$ cat src/rtl/core/dlc_pkg.sv
// Shared types, codes and helpers for the drive link controller.
`default_nettype none
package dlc_pkg;

	typedef enum logic [3:0] {
		MODE_BOOT = 4'b0001,
		MODE_RUN  = 4'b0010,
		MODE_DIS  = 4'b0100,
		MODE_ERR  = 4'b1000
	} mode_t;

	localparam logic [1:0] MODE_CODE_BOOT = 2'd0;
	localparam logic [1:0] MODE_CODE_RUN  = 2'd1;
	localparam logic [1:0] MODE_CODE_DIS  = 2'd2;
	localparam logic [1:0] MODE_CODE_ERR  = 2'd3;

	localparam logic [1:0] LED_OFF  = 2'd0;
	localparam logic [1:0] LED_ON   = 2'd1;
	localparam logic [1:0] LED_KEEP = 2'd2;

	localparam logic [1:0] REG_HB_TIMEOUT = 2'd0;
	localparam logic [1:0] REG_DIS_ON     = 2'd1;
	localparam logic [1:0] REG_DIS_PERIOD = 2'd2;
	localparam logic [1:0] REG_ERR_TOGGLE = 2'd3;

	localparam logic [7:0] CH_NUL   = 8'h00;
	localparam logic [7:0] CH_LF    = 8'h0A;
	localparam logic [7:0] CH_H     = 8'h48;
	localparam logic [7:0] CH_COMMA = 8'h2C;
	localparam logic [7:0] CH_PLUS  = 8'h2B;
	localparam logic [7:0] CH_MINUS = 8'h2D;
	localparam logic [7:0] CH_0     = 8'h30;
	localparam logic [7:0] CH_9     = 8'h39;

	typedef struct packed {
		logic [15:0] hb_timeout;
		logic [15:0] dis_on;
		logic [15:0] dis_period;
		logic [15:0] err_toggle;
	} cfg_t;

	// one item as taken from the input register
	typedef struct packed {
		logic       actuator_ok;
		logic       init_ok;
		logic [7:0] rx_byte;
		logic       rx_valid;
		logic       tick;
	} item_t;

	// line parser -> mode control, for the byte of this item
	typedef struct packed {
		logic        speed;
		logic        heartbeat;
		logic [15:0] left;
		logic [15:0] right;
	} line_evt_t;

	// mode control -> line parser
	typedef struct packed {
		logic byte_en;
		logic clear;
	} line_ctl_t;

	typedef struct packed {
		logic [15:0] pwm_right;
		logic [15:0] pwm_left;
		logic        pwm_write;
		logic [1:0]  led_drive;
		logic [1:0]  mode_now;
	} result_t;

	function automatic logic [1:0] mode_code(input mode_t m);
		logic [1:0] r;
		case (m)
			MODE_BOOT: r = MODE_CODE_BOOT;
			MODE_RUN:  r = MODE_CODE_RUN;
			MODE_DIS:  r = MODE_CODE_DIS;
			default:   r = MODE_CODE_ERR;
		endcase
		return r;
	endfunction

endpackage
`default_nettype wire

$ cat src/rtl/core/drive_link_controller.sv
// Drive link controller: input register, mode and line logic, result register.
// Path: input register, then mode and line logic, then the result register.
// One word per cycle unless stalled; input register refills while a result waits.
// Mode, counter and line state update once per word, as the result register loads.
// Reset (arst_n low, asynchronous): boot mode, counters and line cleared,
// registers at their defaults, both stages empty.
`default_nettype none
module drive_link_controller
	import dlc_pkg::*;
#(
	parameter int LINE_BUFFER_BYTES = 64
) (
	input  wire logic        clk,
	input  wire logic        arst_n,
	input  wire logic        s_tvalid,
	output logic             s_tready,
	// tick[0], rx_valid[1], rx_byte[9:2], init_ok[10], actuator_ok[11], zero[15:12]
	input  wire logic [15:0] s_tdata,
	output logic             m_tvalid,
	input  wire logic        m_tready,
	// mode_now[1:0], led_drive[3:2], pwm_write[4], pwm_left[20:5], pwm_right[36:21],
	// zero[39:37]
	output logic [39:0]      m_tdata,
	input  wire logic        cfg_we,
	input  wire logic [1:0]  cfg_index,
	input  wire logic [15:0] cfg_data
);

	cfg_t      cfg_q;
	item_t     item_s1;
	logic      valid_s1;
	logic      adv;
	line_ctl_t ctl;
	line_evt_t evt;
	result_t   res;
	result_t   res_q;

	assign adv      = valid_s1 && (!m_tvalid || m_tready);
	assign s_tready = !valid_s1 || adv;

	always_ff @(posedge clk or negedge arst_n) begin
		if (!arst_n) begin
			cfg_q.hb_timeout <= 16'd500;
			cfg_q.dis_on     <= 16'd100;
			cfg_q.dis_period <= 16'd1000;
			cfg_q.err_toggle <= 16'd250;
		end else if (cfg_we) begin
			case (cfg_index)
				REG_HB_TIMEOUT: cfg_q.hb_timeout <= cfg_data;
				REG_DIS_ON:     cfg_q.dis_on     <= cfg_data;
				REG_DIS_PERIOD: cfg_q.dis_period <= cfg_data;
				REG_ERR_TOGGLE: cfg_q.err_toggle <= cfg_data;
				default: ;
			endcase
		end
	end

	always_ff @(posedge clk or negedge arst_n) begin
		if (!arst_n)
			valid_s1 <= 1'b0;
		else if (s_tvalid && s_tready)
			valid_s1 <= 1'b1;
		else if (adv)
			valid_s1 <= 1'b0;
	end

	always_ff @(posedge clk) begin
		if (s_tvalid && s_tready)
			item_s1 <= s_tdata[11:0];
	end

	dlc_line_parser #(
		.LINE_BUFFER_BYTES(LINE_BUFFER_BYTES)
	) u_parser (
		.clk    (clk),
		.arst_n (arst_n),
		.adv    (adv),
		.ctl    (ctl),
		.rx_byte(item_s1.rx_byte),
		.evt    (evt)
	);

	dlc_mode_ctrl u_mode (
		.clk   (clk),
		.arst_n(arst_n),
		.adv   (adv),
		.item  (item_s1),
		.cfg   (cfg_q),
		.evt   (evt),
		.ctl   (ctl),
		.res   (res)
	);

	always_ff @(posedge clk or negedge arst_n) begin
		if (!arst_n)
			m_tvalid <= 1'b0;
		else if (adv)
			m_tvalid <= 1'b1;
		else if (m_tready)
			m_tvalid <= 1'b0;
	end

	always_ff @(posedge clk) begin
		if (adv)
			res_q <= res;
	end

	assign m_tdata = {3'b000, res_q};

	a_adv_fills_out: assert property (@(posedge clk) disable iff (!arst_n)
		adv |=> m_tvalid)
		else $error("result word lost after stage advance");

	a_stall_blocks_in: assert property (@(posedge clk) disable iff (!arst_n)
		valid_s1 && m_tvalid && !m_tready |-> !s_tready)
		else $error("input taken while both stages are full");

	a_no_pwm_zero: assert property (@(posedge clk) disable iff (!arst_n)
		m_tvalid && !m_tdata[4] |-> m_tdata[36:5] == 32'd0)
		else $error("nonzero pwm without pwm_write");

	a_led_code: assert property (@(posedge clk) disable iff (!arst_n)
		m_tvalid |-> m_tdata[3:2] != 2'b11)
		else $error("bad led_drive code");

endmodule
`default_nettype wire

$ cat src/rtl/core/dlc_line_parser.sv
// Incremental command line parser: length, comma, heartbeat mark and two numbers.
`default_nettype none
module dlc_line_parser
	import dlc_pkg::*;
#(
	parameter int LINE_BUFFER_BYTES = 64
) (
	input  wire logic      clk,
	input  wire logic      arst_n,
	input  wire logic      adv,
	input  wire line_ctl_t ctl,
	input  wire logic [7:0] rx_byte,
	output line_evt_t      evt
);

	localparam int CW = $clog2(LINE_BUFFER_BYTES);
	localparam logic [CW-1:0] LAST = CW'(LINE_BUFFER_BYTES - 1);

	localparam logic [1:0] PH_SKIP   = 2'd0;
	localparam logic [1:0] PH_SIGN   = 2'd1;
	localparam logic [1:0] PH_DIGITS = 2'd2;
	localparam logic [1:0] PH_DONE   = 2'd3;

	logic [CW-1:0] lc_q, tl_q, n_lc, n_tl;
	logic          ended_q, first_h_q, comma_q, n_ended, n_first_h, n_comma;
	logic [1:0]    lph_q, rph_q, n_lph, n_rph;
	logic [16:0]   lval_q, rval_q, n_lval, n_rval;
	logic          wipe;

	// strtol-style digit accumulation; value is {sign, magnitude}
	function automatic logic [18:0] num_feed(input logic [1:0] ph, input logic [16:0] v,
			input logic [7:0] c);
		logic        dig, sp;
		logic [15:0] mag;
		logic [18:0] r;
		dig = (c >= CH_0) && (c <= CH_9);
		sp  = (c == 8'h20) || ((c >= 8'h09) && (c <= 8'h0D));
		mag = 16'({v[12:0], 3'b000} + {v[14:0], 1'b0} + {12'd0, c[3:0]});
		r   = {PH_DONE, v};
		if (ph == PH_SKIP && sp)
			r = {ph, v};
		else if (ph == PH_SKIP && (c == CH_PLUS || c == CH_MINUS))
			r = {PH_SIGN, (c == CH_MINUS), 16'd0};
		else if (ph != PH_DONE && dig)
			r = {PH_DIGITS, v[16], mag};
		return r;
	endfunction

	function automatic logic [15:0] num_value(input logic [16:0] v);
		return v[16] ? 16'(16'd0 - v[15:0]) : v[15:0];
	endfunction

	always_comb begin
		n_lc      = lc_q;
		n_tl      = tl_q;
		n_ended   = ended_q;
		n_first_h = first_h_q;
		n_comma   = comma_q;
		n_lph     = lph_q;
		n_lval    = lval_q;
		n_rph     = rph_q;
		n_rval    = rval_q;
		wipe      = 1'b0;
		evt       = '0;
		if (ctl.clear) begin
			wipe = 1'b1;
		end else if (ctl.byte_en) begin
			if (lc_q >= LAST) begin
				wipe = 1'b1;
			end else begin
				if (!ended_q) begin
					if (rx_byte == CH_NUL) begin
						n_ended = 1'b1;
					end else begin
						if (tl_q == '0 && rx_byte == CH_H)
							n_first_h = 1'b1;
						n_tl = tl_q + 1'b1;
						{n_lph, n_lval} = num_feed(lph_q, lval_q, rx_byte);
						if (comma_q)
							{n_rph, n_rval} = num_feed(rph_q, rval_q, rx_byte);
						else if (rx_byte == CH_COMMA)
							n_comma = 1'b1;
					end
				end
				n_lc = lc_q + 1'b1;
				if (rx_byte == CH_LF) begin
					if (n_tl >= CW'(8) && n_tl <= CW'(10) && n_comma) begin
						evt.speed = 1'b1;
						evt.left  = num_value(n_lval);
						evt.right = num_value(n_rval);
					end else if (n_first_h) begin
						evt.heartbeat = 1'b1;
					end
					wipe = 1'b1;
				end
			end
		end
		if (wipe) begin
			n_lc      = '0;
			n_tl      = '0;
			n_ended   = 1'b0;
			n_first_h = 1'b0;
			n_comma   = 1'b0;
			n_lph     = PH_SKIP;
			n_lval    = '0;
			n_rph     = PH_SKIP;
			n_rval    = '0;
		end
	end

	always_ff @(posedge clk or negedge arst_n) begin
		if (!arst_n) begin
			lc_q      <= '0;
			tl_q      <= '0;
			ended_q   <= 1'b0;
			first_h_q <= 1'b0;
			comma_q   <= 1'b0;
			lph_q     <= PH_SKIP;
			lval_q    <= '0;
			rph_q     <= PH_SKIP;
			rval_q    <= '0;
		end else if (adv) begin
			lc_q      <= n_lc;
			tl_q      <= n_tl;
			ended_q   <= n_ended;
			first_h_q <= n_first_h;
			comma_q   <= n_comma;
			lph_q     <= n_lph;
			lval_q    <= n_lval;
			rph_q     <= n_rph;
			rval_q    <= n_rval;
		end
	end

endmodule
`default_nettype wire

$ cat src/rtl/core/dlc_mode_ctrl.sv
// Mode state machine, millisecond counters, LED and PWM result logic.
`default_nettype none
module dlc_mode_ctrl
	import dlc_pkg::*;
(
	input  wire logic      clk,
	input  wire logic      arst_n,
	input  wire logic      adv,
	input  wire item_t     item,
	input  wire cfg_t      cfg,
	input  wire line_evt_t evt,
	output line_ctl_t      ctl,
	output result_t        res
);

	mode_t       mode_q, n_mode;
	logic [15:0] sh_q, sb_q, sh_t, sb_t, n_sh, n_sb;
	logic        eled_q, n_eled;
	logic        hb_lost;

	// counters step before the rest of the item, saturating
	assign sh_t = (item.tick && sh_q != 16'hFFFF) ? sh_q + 16'd1 : sh_q;
	assign sb_t = (item.tick && sb_q != 16'hFFFF) ? sb_q + 16'd1 : sb_q;

	assign hb_lost = sh_t > cfg.hb_timeout;

	// parser control kept apart from the event logic: {byte_en, clear}
	assign ctl = {(mode_q == MODE_RUN) && !hb_lost && item.rx_valid,
		(mode_q == MODE_RUN) && hb_lost};

	always_comb begin
		n_mode        = mode_q;
		n_sh          = sh_t;
		n_sb          = sb_t;
		n_eled        = eled_q;
		res.led_drive = LED_KEEP;
		res.pwm_write = 1'b0;
		res.pwm_left  = '0;
		res.pwm_right = '0;
		case (mode_q)
			MODE_BOOT: begin
				n_mode = item.init_ok ? MODE_RUN : MODE_ERR;
			end
			MODE_RUN: begin
				if (hb_lost) begin
					n_mode = MODE_DIS;
				end else begin
					res.led_drive = LED_ON;
					if (evt.speed) begin
						res.pwm_write = 1'b1;
						res.pwm_left  = evt.left;
						res.pwm_right = evt.right;
						if (!item.actuator_ok)
							n_mode = MODE_ERR;
					end else if (evt.heartbeat) begin
						n_sh = '0;
					end
				end
			end
			MODE_DIS: begin
				res.pwm_write = 1'b1;
				if (item.rx_valid && item.rx_byte == CH_H) begin
					n_sh   = '0;
					n_mode = MODE_RUN;
				end
				if (sb_t > cfg.dis_period)
					n_sb = '0;
				else if (sb_t > cfg.dis_on)
					res.led_drive = LED_OFF;
				else
					res.led_drive = LED_ON;
			end
			default: begin
				res.pwm_write = 1'b1;
				if (sb_t > cfg.err_toggle) begin
					n_eled        = ~eled_q;
					res.led_drive = eled_q ? LED_OFF : LED_ON;
					n_sb          = '0;
				end
			end
		endcase
		res.mode_now = mode_code(n_mode);
	end

	always_ff @(posedge clk or negedge arst_n) begin
		if (!arst_n) begin
			mode_q <= MODE_BOOT;
			sh_q   <= '0;
			sb_q   <= '0;
			eled_q <= 1'b0;
		end else if (adv) begin
			mode_q <= n_mode;
			sh_q   <= n_sh;
			sb_q   <= n_sb;
			eled_q <= n_eled;
		end
	end

endmodule
`default_nettype wire

$ cat config.mk
export PLATFORM = sky130hd
export DESIGN_NAME = drive_link_controller
export DESIGN_NICKNAME = d
export VERILOG_FILES = /design/src/rtl/core/dlc_pkg.sv /design/src/rtl/core/drive_link_controller.sv /design/src/rtl/core/dlc_line_parser.sv /design/src/rtl/core/dlc_mode_ctrl.sv
export SDC_FILE = /design/constraint.sdc
export NUM_CORES = 1
export LEC_CHECK = 0
export BUFFER_PORTS_ARGS = -buffer_cell sky130_fd_sc_hd__buf_2
export CORE_ASPECT_RATIO = 0.7
export CORE_MARGIN = 2
export CORE_UTILIZATION = 39
export CTS_BUF_LIST = sky130_fd_sc_hd__clkbuf_8 sky130_fd_sc_hd__clkbuf_16
export DETAILED_ROUTE_END_ITERATION = 10
export GPL_TIMING_DRIVEN = 0
export PLACE_DENSITY_LB_ADDON = 0.15
export SYNTH_ARGS = -nofsm -noshare
export SYNTH_HDL_FRONTEND = slang
export SYNTH_SLANG_ARGS = --single-unit
$ cat constraint.sdc
create_clock -name clk -period 5.05 [get_ports clk]
set_input_delay 0.2525 -clock clk [delete_from_list [all_inputs] [get_ports clk]]
set_output_delay 0.2525 -clock clk [all_outputs]
set_load 0.02 [all_outputs]
[Yosys cells after proc, flatten, opt, wreduce, memory -nomap -nowiden]
Cells that the tools add are included.
Storage, ports and cells
  register bits after elaboration: 205
  input bits: 39
  output and inout bits: 42
Cells by class
  $add $sub $neg: 10
  magnitude comparators: 11
  equal/unequal tests: 25
  muxes and demuxes: 120
  bitwise operators: 7
  reductions and logical operators: 46
Operators with widths (count)
  $mux W17: 19
  $mux W16: 10
  $mux W34: 4
  $mux W6: 13
  $mux W19: 4
  $gt A16 B16 Y1: 4
  $pmux W16 S2: 2
  $mux W1: 41
  $mux W18: 2
  $add A16 B1 Y16 const B: 2
  $add A16 B16 Y16: 2
  $add A16 B4 Y16: 2
  $eq A8 B6 Y1 const B: 4
  $mux W32: 1
  $ne A16 B16 Y1 const B: 2
  $sub A1 B16 Y16 const A: 2
  $mux W2: 15
  $mux W4: 5
  $logic_and A1 B1 Y1: 19
  $add A6 B1 Y6 const B: 2
  $pmux W4 S3: 1
  $ne A2 B1 Y1 const B: 5
  $pmux W3 S3: 1
  $eq A4 B1 Y1 const B: 2
  31 further kinds: 55

[Logic depth before layout (Yosys ltp)]
  word-level depth: 24
  gate-level depth with buffers: 22

[Modules after synthesis]
Synthesis repeated with hierarchy kept, for this count alone.
Unflattened totals
  cells, all modules: 1435
  area total of the unflattened synthesis: 13917.1 µm²
By module, submodules not included
  dlc_line_parser: times used 1, cells each 638, area an instance 5201.2 µm², seq. area each 1326.3 µm²
  dlc_mode_ctrl: times used 1, cells each 600, area an instance 4692.0 µm², seq. area each 927.1 µm²
  drive_link_controller: times used 1, cells each 197, area an instance 4023.9 µm², seq. area each 3149.3 µm²

[Least setup slack after synthesis]
Ideal clock, no wire load.
  kind: reg2reg
  from: reg u_mode.sh_q[4]
  to: reg res_q (netlist bit m_tdata[0]) (data pin)
  arrival: 4363 ps
  data required time: 4785 ps
  setup slack: 422 ps
  stages on the path, launching flop included: 19
  cell sequence: dfrtp_1 -> and4_1 -> nand4_1 -> or3_1 -> and2_1 -> clkbuf_1 -> nand4_1 -> or2_2 -> clkbuf_1 -> nor2_1 -> xor2_1 -> ha_1 -> nand4_1 -> or4_1 -> a211oi_1 -> nand3_1 -> o21ai_0 -> a21oi_1 -> or3_1
RTL lines
  start, declared: line dlc_mode_ctrl.sv:17  | logic [15:0] sh_q, sb_q, sh_t, sb_t, n_sh, n_sb;
  start signal, assigned: line dlc_mode_ctrl.sv:93  | sh_q <= n_sh;
  end signal, assigned: line drive_link_controller.sv:105  | res_q <= res;
  end, declared: line drive_link_controller.sv:36  | result_t res_q;

==> metrics.txt <==
# TYPE chip_impl_metric gauge
chip_impl_metric{name="track_usage",unit="%"} 21.3
chip_impl_metric{name="worst_skew_pair.late_latency",unit="ns"} 0.54
chip_impl_metric{name="cts_buffer_depth",unit=""} 3
chip_impl_metric{name="area_delta_synth_final",unit="%"} 16.5
chip_impl_metric{name="vias",unit=""} 11200
chip_impl_metric{name="timing.critical_path.required",unit="ns"} 5.31
chip_impl_info{name="cts_tree",value="built"} 1
chip_impl_metric{name="yosysTopAreaCellShare",unit="%"} 24.8
chip_impl_metric{name="netlist_area",unit="µm²"} 13500
chip_impl_metric{name="wl_per_cell",unit="µm"} 18.7
chip_impl_metric{name="nets",unit=""} 1706
chip_impl_metric{name="max_freq",unit="MHz"} 212
chip_impl_metric{name="grt_first_pass_wirelength",unit="µm"} 60300
chip_impl_metric{name="slew_viol_final",unit=""} 0
chip_impl_metric{name="numClockSinks",unit=""} 205
chip_impl_metric{name="dpl.cell_count",unit=""} 1961
chip_impl_info{name="timing.setup.critical_path_class",value="reg -> reg"} 1
chip_impl_metric{name="synth_edf_count",unit=""} 49
chip_impl_metric{name="critical_path.max_stage_delay",unit="ns"} 0.58
chip_impl_metric{name="fin_skew",unit="ns"} 0.00917
chip_impl_metric{name="synth_sequential_area_ratio",unit="%"} 39.9
chip_impl_metric{name="post-route-cell-area",unit="µm²"} 15800
chip_impl_info{name="reg2reg_from",value="u_mode.sh_q[4]"} 1
chip_impl_metric{name="die_outline_area",unit="µm²"} 36200
chip_impl_metric{name="pin_count_of_the_biggest_net_entering_global_routing",unit=""} 92
chip_impl_metric{name="min_delay_path_depth",unit=""} 3
chip_impl_metric{name="r2r.worst_path.cells",unit=""} 16
chip_impl_info{name="min-delay-path-class",value="in -> reg"} 1
chip_impl_metric{name="ioPinCount",unit=""} 81
chip_impl_metric{name="instance_count_of_the_mapped_netlist",unit=""} 1412
chip_impl_metric{name="dp.final_hpwl",unit="µm"} 28400
chip_impl_metric{name="floorplan.die.width",unit="µm"} 227
chip_impl_metric{name="reg2reg_setup_slack",unit="ns"} 0.34
chip_impl_metric{name="postSynthRegisterBits",unit=""} 205
chip_impl_info{name="synth.most_common_cell",value="sky130_fd_sc_hd__dfrtp_1"} 1
chip_impl_metric{name="power.static_leakage",unit="nW"} 7.19
chip_impl_metric{name="worst_setup_hold_path_clk_slew",unit="ns"} 0.06
chip_impl_metric{name="largest_vdd_supply_drop",unit="mV"} 0.258
chip_impl_metric{name="power.density",unit="nW/µm²"} 288
chip_impl_metric{name="num_rows",unit=""} 57
chip_impl_metric{name="grt.overflow.total",unit=""} 0
chip_impl_metric{name="timing_worst_slew_pin_value",unit="ns"} 0.988
chip_impl_info{name="synthFlopType",value="sky130_fd_sc_hd__dfrtp_1"} 1
chip_impl_metric{name="postPlaceCellArea",unit="µm²"} 14600
chip_impl_info{name="worst_setup_path_start_kind",value="flop"} 1
chip_impl_metric{name="effective_utilization_at_floorplan",unit="%"} 39.3
chip_impl_metric{name="gp_routability_congestion",unit=""} 0.899
chip_impl_info{name="critical-path-top-cell-by-count",value="sky130_fd_sc_hd__nand4_1"} 1
chip_impl_metric{name="synth-async-reset-ratio",unit="%"} 76.1
chip_impl_metric{name="die_h",unit="µm"} 160
chip_impl_info{name="worstSetupEndpointType",value="flop"} 1
chip_impl_info{name="hold_path.startpoint",value="cfg_data[5]"} 1
chip_impl_metric{name="total_power",unit="W"} 0.00454
chip_impl_metric{name="final.period_utilization",unit="%"} 93.2
chip_impl_info{name="worstPathCellList",value="and4_1 -> nand4_1 -> or3_1 -> and2_1 -> nand4_1 -> or2_2 -> nor2_1 -> xor2_1 -> ha_1 -> nand4_1 -> or4_4 -> a211oi_4 -> nand3_4 -> o21ai_1 -> a21oi_1 -> or3_1"} 1
chip_impl_metric{name="post_layout_nonfiller_instances",unit=""} 2030
chip_impl_metric{name="placement.io_buffers",unit=""} 73
chip_impl_info{name="synth_commonest_cells",value="sky130_fd_sc_hd__dfrtp_1, sky130_fd_sc_hd__nand2_1, sky130_fd_sc_hd__ha_1"} 1
chip_impl_metric{name="cts-buffers-inserted",unit=""} 24
chip_impl_metric{name="drv_cap",unit=""} 0
chip_impl_info{name="netlist.top_cell.by_area",value="sky130_fd_sc_hd__dfrtp_1"} 1
chip_impl_metric{name="drtAntennaViolNets",unit=""} 0
chip_impl_info{name="status",value="complete, no violations"} 1
chip_impl_info{name="yosys-top-cells-area",value="sky130_fd_sc_hd__dfrtp_1, sky130_fd_sc_hd__ha_1, sky130_fd_sc_hd__edfxtp_1"} 1
chip_impl_metric{name="core_area",unit="µm²"} 34400
chip_impl_metric{name="grt_pass1_vias",unit=""} 10500
chip_impl_metric{name="drcViolationCount",unit=""} 0
chip_impl_info{name="timing.hold.worst_endpoint",value="cfg_q[53]"} 1
chip_impl_metric{name="setup_violations",unit=""} 0
chip_impl_metric{name="drive_above_1_share",unit="%"} 16.5
chip_impl_info{name="clk_root_buffer_cell",value="sky130_fd_sc_hd__clkbuf_16"} 1
chip_impl_metric{name="initial_drc_count",unit=""} 911
chip_impl_info{name="timing.critical_path.slowest_stage_cell",value="sky130_fd_sc_hd__or4_4"} 1
chip_impl_metric{name="avg_inst_size_synth",unit="µm²"} 9.59
chip_impl_metric{name="synth_warn",unit=""} 0
chip_impl_metric{name="via_per_inst",unit=""} 5.52
chip_impl_info{name="endpoint_of_the_worst_register_to_register_path",value="m_tdata[0]"} 1
chip_impl_metric{name="worstPathArrival",unit="ns"} 4.97
chip_impl_metric{name="num_antenna_cells",unit=""} 0
chip_impl_metric{name="crit_path_max_fanout",unit=""} 7
chip_impl_metric{name="antenna_found_initial",unit=""} 0
chip_impl_metric{name="routed_wl",unit="µm"} 38000
chip_impl_metric{name="first_pass_iters",unit=""} 6
chip_impl_info{name="setup.worst_path.start",value="u_mode.sh_q[4]"} 1
chip_impl_metric{name="hold_vio_cnt_final",unit=""} 0
chip_impl_metric{name="slew-limit-headroom",unit="%"} 32.2
chip_impl_metric{name="htreeDepth",unit=""} 1
chip_impl_metric{name="layout_min_cycle_time",unit="ns"} 4.71
chip_impl_metric{name="synth_cell_types",unit=""} 88
## registers in the layout, indices dropped and copies added, names as in the netlist, 2 cells and up
register	flops
u_parser.lph_q	2
u_parser.rph_q	2
u_parser.lc_q	6
item_s1	12
u_parser.tl_q	6
cfg_q	64
u_mode.sb_q	16
m_tdata	37
u_mode.mode_q	4
u_parser.lval_q	17
u_mode.sh_q	16
u_parser.rval_q	17
## worst max-delay path by stage
stage	slack, ns	to
after floorplan	0.42	m_tdata[0]
after global routing	-0.01	u_mode.sb_q[11]
after detailed placement	-0.84	m_tdata[0]
after CTS	0.008	u_parser.tl_q[2]
final	0.34	m_tdata[0]
after global placement	-0.78	m_tdata[0]
## critical path, delay by kind of cell, from the launching register on
kind / cells / cell delay (ns)
compound gates: 3 / 0.66
xor+xnor: 1 / 0.16
simple gates: 11 / 2.87
flops: 1 / 0.43
fa+ha+maj: 1 / 0.31
## cell families (layout without fill, tap and decap cells)
kind of cell,Yosys count,after routing,synth area share (%)
AOI/OAI and AO/OA,344,344,17.1
xor gates and xnor gates,85,85,5.50
adders and majority gates,127,127,12.0
buffers and inverters,145,289,4.20
DFF,205,205,39.9
muxes,57,57,4.69
other,1,3,0.0277
and+or+nand+nor,448,448,16.6
## cell usage in the layout (no fill, tap or decap), types with 49 or more instances in the layout
master,count
sky130_fd_sc_hd__inv_1,92
sky130_fd_sc_hd__nor2_1,99
sky130_fd_sc_hd__buf_2,80
sky130_fd_sc_hd__ha_1,123
sky130_fd_sc_hd__edfxtp_1,49
sky130_fd_sc_hd__mux2_2,51
sky130_fd_sc_hd__dfrtp_1,133
sky130_fd_sc_hd__nand2_1,130
sky130_fd_sc_hd__o21ai_0,86
sky130_fd_sc_hd__a21oi_1,63
## through the flow
step | setup TNS [ns] | utilization, % | hold slack [ns] | setup slack, ns
2_1_floorplan | 0 | - | -0.0431 | 0.422
3_3_place_gp | -40.64 | 42.1 | 0.433 | -0.778
3_5_place_dp | -47.11 | 42.3 | 0.244 | -0.838
4_1_cts | 0 | 45.5 | 0.00171 | 0.00834
5_1_grt | -0.0182 | 45.8 | 0.00985 | -0.00985
6_report | 0 | 45.8 | 0.0247 | 0.342
## where the power goes
part	internal, W	switching (W)	total, W
Combinational	0.000324	0.000445	0.000769
Clock	0.00107	0.000722	0.00180
Sequential	0.00187	0.000104	0.00198
## repair_timing
action                                  CTS  global route
buffers inserted                          3             7
pin swaps                                 2             8
endpoints found under the hold margin    68             0
hold buffers                             19             0
endpoints found under the setup margin  115           117
resized for setup                        30            23
## metal layers
layer | global-route usage (%) | share of wire [%]
met1 | 36.0 | 55
met2 | 27.9 | 38
met3 | 3.09 | 5.2
met4 | 4.25 | 2.0
met5 | 0 | 0
## area by class of cell
class	count	area, µm²
plain buffers	54	254
clock buffers	27	653
clock inverters	17	153
fillers	3351	18700
inverters	87	327
multi-input cells	1064	7700
flip-flops and latches	205	5400
well taps	472	591
repair buffers	104	688
Power figures use the tool's default switching activity.
